===== src/cbe_pkg.sv =====
`default_nettype none
// ----------------------------------------------------------------------------
// cbe_pkg: shared definitions for the cubic bezier easing pipeline
// widths, fixed-point constants, register indexes and the search item type
// ----------------------------------------------------------------------------
package cbe_pkg;

	// fixed point and search depth
	localparam int FRAC_BITS       = 16;
	localparam int BISECTION_STEPS = 14;

	// field widths
	localparam int XW = 17;               // unsigned q1.16 progress and x controls
	localparam int YW = 20;               // signed q3.16 y controls and result
	localparam int TW = FRAC_BITS + 1;    // curve parameter, holds one itself

	// derived datapath widths
	localparam int X3W = XW + 2;          // three times an x control
	localparam int Y3W = YW + 2;          // three times a y control
	localparam int PXW = TW + X3W;        // weight times x control
	localparam int XSW = PXW + 2;         // x sum
	localparam int PYW = TW + 1 + Y3W;    // weight times y control, signed
	localparam int YSW = PYW + 2;         // y sum, signed

	localparam logic [TW-1:0] ONE = {1'b1, {FRAC_BITS{1'b0}}};

	// configuration port
	localparam int CFG_IW = 2;
	localparam logic [CFG_IW-1:0] REG_CONTROL1_X = 2'd0;
	localparam logic [CFG_IW-1:0] REG_CONTROL1_Y = 2'd1;
	localparam logic [CFG_IW-1:0] REG_CONTROL2_X = 2'd2;
	localparam logic [CFG_IW-1:0] REG_CONTROL2_Y = 2'd3;

	localparam logic [XW-1:0] CONTROL1_X_RESET = 17'd27525;
	localparam logic [YW-1:0] CONTROL1_Y_RESET = 20'd6554;
	localparam logic [XW-1:0] CONTROL2_X_RESET = 17'd16384;
	localparam logic [YW-1:0] CONTROL2_Y_RESET = 20'd65536;

	// one item in flight through the bisection
	typedef struct packed {
		logic          valid;
		logic [XW-1:0] progress;
		logic [TW-1:0] lo;
		logic [TW-1:0] hi;
	} search_t;

endpackage
`default_nettype wire


===== src/cbe_weights.sv =====
`default_nettype none
// ----------------------------------------------------------------------------
// cbe_weights: bernstein weights at the bisection midpoint
// three stages: midpoint, squares, cubes; outputs t, t^3, u^2*t, u*t^2
// ----------------------------------------------------------------------------
module cbe_weights (
	input  wire logic                  clk,
	input  wire logic [cbe_pkg::TW-1:0] lo,
	input  wire logic [cbe_pkg::TW-1:0] hi,
	output logic      [cbe_pkg::TW-1:0] t,
	output logic      [cbe_pkg::TW-1:0] ttt,
	output logic      [cbe_pkg::TW-1:0] uut,
	output logic      [cbe_pkg::TW-1:0] utt
);
	import cbe_pkg::*;

	logic [TW:0]     sum_lh;
	logic [TW-1:0]   mid;
	logic [TW-1:0]   t_s1, u_s1;
	logic [TW-1:0]   t_s2, tt_s2, ut_s2, uu_s2;
	logic [TW-1:0]   t_s3, ttt_s3, uut_s3, utt_s3;
	logic [2*TW-1:0] tt_full, ut_full, uu_full;
	logic [2*TW-1:0] ttt_full, uut_full, utt_full;

	// floor midpoint
	assign sum_lh = {1'b0, lo} + {1'b0, hi};
	assign mid    = sum_lh[TW:1];

	always_ff @(posedge clk) begin
		t_s1 <= mid;
		u_s1 <= ONE - mid;
	end

	assign tt_full = (2*TW)'(t_s1) * (2*TW)'(t_s1);
	assign ut_full = (2*TW)'(u_s1) * (2*TW)'(t_s1);
	assign uu_full = (2*TW)'(u_s1) * (2*TW)'(u_s1);

	always_ff @(posedge clk) begin
		t_s2  <= t_s1;
		tt_s2 <= tt_full[FRAC_BITS +: TW];
		ut_s2 <= ut_full[FRAC_BITS +: TW];
		uu_s2 <= uu_full[FRAC_BITS +: TW];
	end

	assign ttt_full = (2*TW)'(tt_s2) * (2*TW)'(t_s2);
	assign uut_full = (2*TW)'(uu_s2) * (2*TW)'(t_s2);
	assign utt_full = (2*TW)'(ut_s2) * (2*TW)'(t_s2);

	always_ff @(posedge clk) begin
		t_s3   <= t_s2;
		ttt_s3 <= ttt_full[FRAC_BITS +: TW];
		uut_s3 <= uut_full[FRAC_BITS +: TW];
		utt_s3 <= utt_full[FRAC_BITS +: TW];
	end

	assign t   = t_s3;
	assign ttt = ttt_s3;
	assign uut = uut_s3;
	assign utt = utt_s3;

endmodule
`default_nettype wire


===== config.mk =====
export PLATFORM = sky130hd
export DESIGN_NAME = cbe_weights
export DESIGN_NICKNAME = d
export VERILOG_FILES = /design/src/cbe_pkg.sv /design/src/cbe_weights.sv
export SDC_FILE = /design/constraint.sdc
export NUM_CORES = 2
export LEC_CHECK = 0
export BUFFER_PORTS_ARGS = -buffer_cell sky130_fd_sc_hd__buf_4
export CAP_MARGIN = 10
export CORE_MARGIN = 5
export CORE_UTILIZATION = 56
export CTS_CLUSTER_DIAMETER = 60
export DETAILED_ROUTE_END_ITERATION = 7
export HOLD_SLACK_MARGIN = 0.03
export PLACE_DENSITY = 0.72
export SLEW_MARGIN = 20
export SYNTH_ARGS = -nofsm -noshare
export SYNTH_HDL_FRONTEND = slang
export SYNTH_SLANG_ARGS = --single-unit

===== constraint.sdc =====
create_clock -name clk -period 8.1 [get_ports clk]
set_clock_uncertainty 0.05 [all_clocks]
set_input_delay 0 -clock clk [delete_from_list [all_inputs] [get_ports clk]]
set_output_delay 0 -clock clk [all_outputs]
set_load 0.005 [all_outputs]

After elaboration in Yosys (flattened, before gate mapping). Cells that the tools add are included.

Input port bits: 35. Word-level logic and storage cells: 18. Register bits after elaboration: 170. Memory bits (read-only): 0. Bits in latches: 0. RAM bits: 0. Memories: 0.

Multiply operators: 6. $add $sub $neg: 2. Order comparisons: 0. Divide/modulo/power cells: 0. Shift-type cells: 0. Reductions and logical operators: 0. Mux-type cells: 0. Equality and inequality tests: 0. Bitwise logic cells: 0.

Operators with widths (number): multiplier 17 x 17 -> 33 bit (6); adder 17 x 17 -> 18 bit (1); subtractor 17 bit (first input constant) (1).

Depth between registers and ports, before layout.
Depth after elaboration: 2. Depth in mapped cells: 26.

Least setup slack after synthesis. Ideal clock, no wire load.

Kind: register to register. From: reg t_s1[8]. To: reg tt_s2[16]. Clock period less this slack: 6.276 ns. Slack: 1.824 ns. Library setup time: 0.127 ns. Arrival time: 6.099 ns. Buffers on the path: 2. Stages on the path, launching flop included: 26. Cells stage by stage: dfxtp_1 -> clkbuf_1 -> clkbuf_1 -> nand2_1 -> fa_1 -> inv_1 -> fa_1 -> inv_1 -> fa_1 -> inv_1 -> fa_1 -> fa_1 -> inv_1 -> fa_1 -> inv_1 -> ha_1 -> a21oi_1 -> o21ai_0 -> a21o_1 -> a21oi_1 -> a21oi_2 -> o21ai_2 -> a21o_2 -> a31oi_4 -> and4_1 -> or3_1.

Longest elaborated chain between the ends: 1.

Ends and longest elaborated chain: start: declaration (line cbe_weights.sv:19) `logic [TW-1:0] t_s1, u_s1;`; start signal: assignment (line cbe_weights.sv:30) `t_s1 <= mid;`; multiplier 17 x 17 -> 33 bit (line cbe_weights.sv:34) `assign tt_full = (2*TW)'(t_s1) * (2*TW)'(t_s1);`; net tt_full[32] (line cbe_weights.sv:22) `logic [2*TW-1:0] tt_full, ut_full, uu_full;`; end signal: assignment (line cbe_weights.sv:40) `tt_s2 <= tt_full[FRAC_BITS +: TW];`; end: declaration (line cbe_weights.sv:20) `logic [TW-1:0] t_s2, tt_s2, ut_s2, uu_s2;`.

The timed path passes the listed nets, and every way through them passes these cells.

Worst setup path after layout.
From: reg t_s2[8]. To: reg ttt_s3[16], in the netlist ttt[16].

Longest elaborated chain between the ends: 1.

Ends and longest elaborated chain: start: declaration (line cbe_weights.sv:20); start signal: assignment (line cbe_weights.sv:39) `t_s2 <= t_s1;`; multiplier 17 x 17 -> 33 bit (line cbe_weights.sv:45) `assign ttt_full = (2*TW)'(tt_s2) * (2*TW)'(t_s2);`; net ttt_full[32] (line cbe_weights.sv:23) `logic [2*TW-1:0] ttt_full, uut_full, utt_full;`; end signal: assignment (line cbe_weights.sv:51) `ttt_s3 <= ttt_full[FRAC_BITS +: TW];`; end: declaration (line cbe_weights.sv:21) `logic [TW-1:0] t_s3, ttt_s3, uut_s3, utt_s3;`.

The timed path passes the listed nets, and every way through them passes these cells.

==> impl_results.md <==
* Area Growth Syn to Fin at 5.358%
* Clock transition at path regs at 0.07 ns
* CP Capture Type: flip-flop
* R2r worst-path depth at 22
* Final WL at 129500 µm
* Largest cells by area after synthesis: fa_1 46%, ha_1 15%, inv_1 11%, and2_1 6.6%, dfxtp_1 6.1%
* Top delay family on crit path: adder cells
* Die area at 105100 µm²
* Crit path arrival time at 7.32 ns
* Post-synthesis mux area share at 0.001132
* Hold path depth at 3
* Simple-gate share of the synthesized area at 0.1478
* Die Wd at 324.1 µm
* CTS max path bufs at 2
* Min cycle time layout at 6.963 ns
* Storage cell area at 3405 µm²
* Final setup fails at 0
* Vias at 39110
* CP Launch Type: flip-flop
* HP Class: input port to flip-flop
* Via density at 5.312
* Die H at 324.1 µm
* # rows at 115
* Largest family of logic cells by synthesized area: adder cells
* Status: complete, no violations
* DPL Wire Length at 106500 µm
* Yosys reg bits at 169
* Adder-Cell Fraction of Synth Area at 0.6020
* Setup Fix Bufs, Post-CTS at 0
* Grt ovf at 0
* Initial DRC Count at 2256
* Worst path slowest cell: dfxtp_2
* Syn Inst Count at 6073
* Drc violations at 0
* Core area at 98130 µm²
* # H-tree levels at 4
* Levels on crit path at 22
* Post-CTS sizing at 0
* Pre-Repair DR Iteration Count at 6
* Clk root buf: clkbuf_16
* Max incr delay on CP at 0.74 ns
* Ant diodes at 0
* Routed len/inst at 17.59 µm
* Compound-cell area share of the yosys netlist at 0.03555
* Initial antenna violation count at 5
* Syn Std Cell Area at 55250 µm²
* Max FO, Critical Path at 24
* Routed Antenna Nets at 0
* Number of fill cells in the layout at 8505
* Post-Syn Nets at 8010
* Vias in the first global route at 43220
* Crit-path cells: buf_4 > nand2_1 > fa_1 > inv_1 > fa_1 > inv_1 > fa_1 > inv_1 > fa_1 > fa_1 > fa_1 > ha_1 > a21oi_1 > o21ai_0 > a22o_1 > a31o_2 > a21o_1 > a21oi_1 > o21ai_0 > nor4_1 > nor3_1 > xnor2_1
* Final hold vios at 0
* Worst EP required at 8.46 ns
* Clock sink count at 169
* Synth area leader: fa_1
* EDFF count, synth at 0
* Yosys top cell area share at 0.4569
* Max-slew headroom at 0.2961
* Gr usage total at 0.2628
* Worst-Skew Late Latency at 0.54 ns
* Top post-synthesis cells by count: 1612 x inv_1, 1261 x fa_1, 832 x nand2_1, 641 x ha_1, 579 x and2_1
* Global placer's final weighted congestion at 0.9053
* Ports at 103
* Unrepaired setup endpoints after global routing: no
* Post-synth cell types at 81
* Largest net degree at the start of global routing at 42
* Nets at 7999
* Worst-Margin Slew at 1.056 ns
* Share of synthesized registers carrying an async set or reset at 0
* Maxcap violations at 0
* Initial Utilization at 0.5631
* Area of the multi-input gates at 44880 µm²
* Setup CP Type: flip-flop to flip-flop
* Register area share after synthesis at 0.06123
* Fmax achieved at 143.6 MHz
* Avg Synthesized Cell Area at 9.098 µm²
* Global-route wire length before repair at 218400 µm
* XOR/XNOR Fraction of Synth Area at 0.02581
* Synth Warn # at 0
* Synth Flop Type: dfxtp_1
* CP dominant cell by count: fa_1
* CTS buffer count at 17
* Final Cycle Share at 0.8596
* TritonCTS clock tree: yes
* Fraction of layout cells with a size suffix above 1 at 0.04741
* Count of port buffers added during placement at 102
* Most numerous cell in the Yosys netlist: inv_1
* Setup TNS at 0 ns
* WP buf/inv at 4
* Final Max Slew Viols at 0
-- through the flow --
stage	setup WS, ns	utilization	std cells	cell area [µm²]	hold WS, ns
finish	1.137	0.5932	7362	58210	0.07947
global route	0.7465	0.5932	7362	58210	0.09482
CTS	1.163	0.5932	7362	58210	0.03031
detailed placement	1.186	0.5858	7317	57480	0.3299
global placement	1.296	0.5858	7317	57480	0.3301
floorplan	1.824	-	6073	55250	0.1825
-- flip-flops by register name, indices dropped and copies added (netlist names) --
name	count
t	17
t_s2	17
tt_s2	17
ttt	17
u_s1	17
ut_s2	17
utt	17
uu_s2	17
uut	17
t_s1	16
-- tightest hold or removal path, delay by kind of cell --
kind | cells | cell delay (ns)
buffers and inverters | 1 | 0.08
adder cells (fa/ha/maj) | 1 | 0.22
XOR/XNOR | 1 | 0.25
-- layout make-up --
| type | instances | share of cell area |
|---|---|---|
| clock buffers | 20 | 0.007673 |
| clock inverters | 12 | 0.002687 |
| inverters | 1615 | 0.1041 |
| multi-input cells | 4045 | 0.7710 |
| flip-flops and latches | 169 | 0.05848 |
| well taps | 1287 | 0.02766 |
| repair buffers | 214 | 0.02837 |
-- kinds of logic (layout without fill, tap and decap cells) --
| logic type | count (synthesis) | count (layout) |
|---|---|---|
| XOR/XNOR | 162 | 162 |
| buffers and inverters | 1859 | 1861 |
| multiplexers | 6 | 6 |
| AO/OA/AOI/OAI | 292 | 292 |
| adder cells (fa/ha/maj) | 1902 | 1902 |
| AND/OR/NAND/NOR | 1683 | 1683 |
| flip-flops | 169 | 169 |
-- cells in the final DEF, fill, tap and decap left out, types with 8 or more instances in the layout --
cell              n
nor2b_1          14
and3_1           18
dfxtp_1         152
a211oi_1         12
buf_4           200
nand2_1         832
xor2_1           44
o21bai_1          8
nand4_1          15
ha_1            641
fa_1           1261
a21oi_1          88
o21a_1           21
and2_1          579
o21ai_0          44
dlygate4sd3_1    13
or2_2            10
nand3_1          23
xnor2_1         117
nor2_1          117
nand2b_1         14
clkbuf_16        17
a21o_1           46
inv_1          1612
nor3_1           29
dfxtp_2          17
-- path summary, 6_finish.rpt --
path / start / to / slack, ns
worst min-delay path: lo[2] / t_s1[1]$_DFF_P_ / 0.08
worst max register to register: t_s2[8]$_DFF_P_ / ttt[16]$_DFF_P_ / 1.14
worst min register to register: t_s2[7]$_DFF_P_ / t[7]$_DFF_P_ / 0.55
worst max-delay path: t_s2[8]$_DFF_P_ / ttt[16]$_DFF_P_ / 1.14
-- per-layer routing --
layer,global-route usage,vias up,part of all wire
met1,0.3429,19930,0.41
li1,-,17620,-
met4,0.09550,4,0.041
met2,0.4523,1237,0.49
met3,0.03619,314,0.060
met5,0,-,0.00019
-- repair_timing --
action,4_1_cts,5_1_grt
hold buffers,13,0
endpoints found under the hold margin,8,0
setup endpoints to repair,0,0
Power is not shown: default switching activity piles up to over one toggle a cycle in this logic, so the estimate is an artifact.
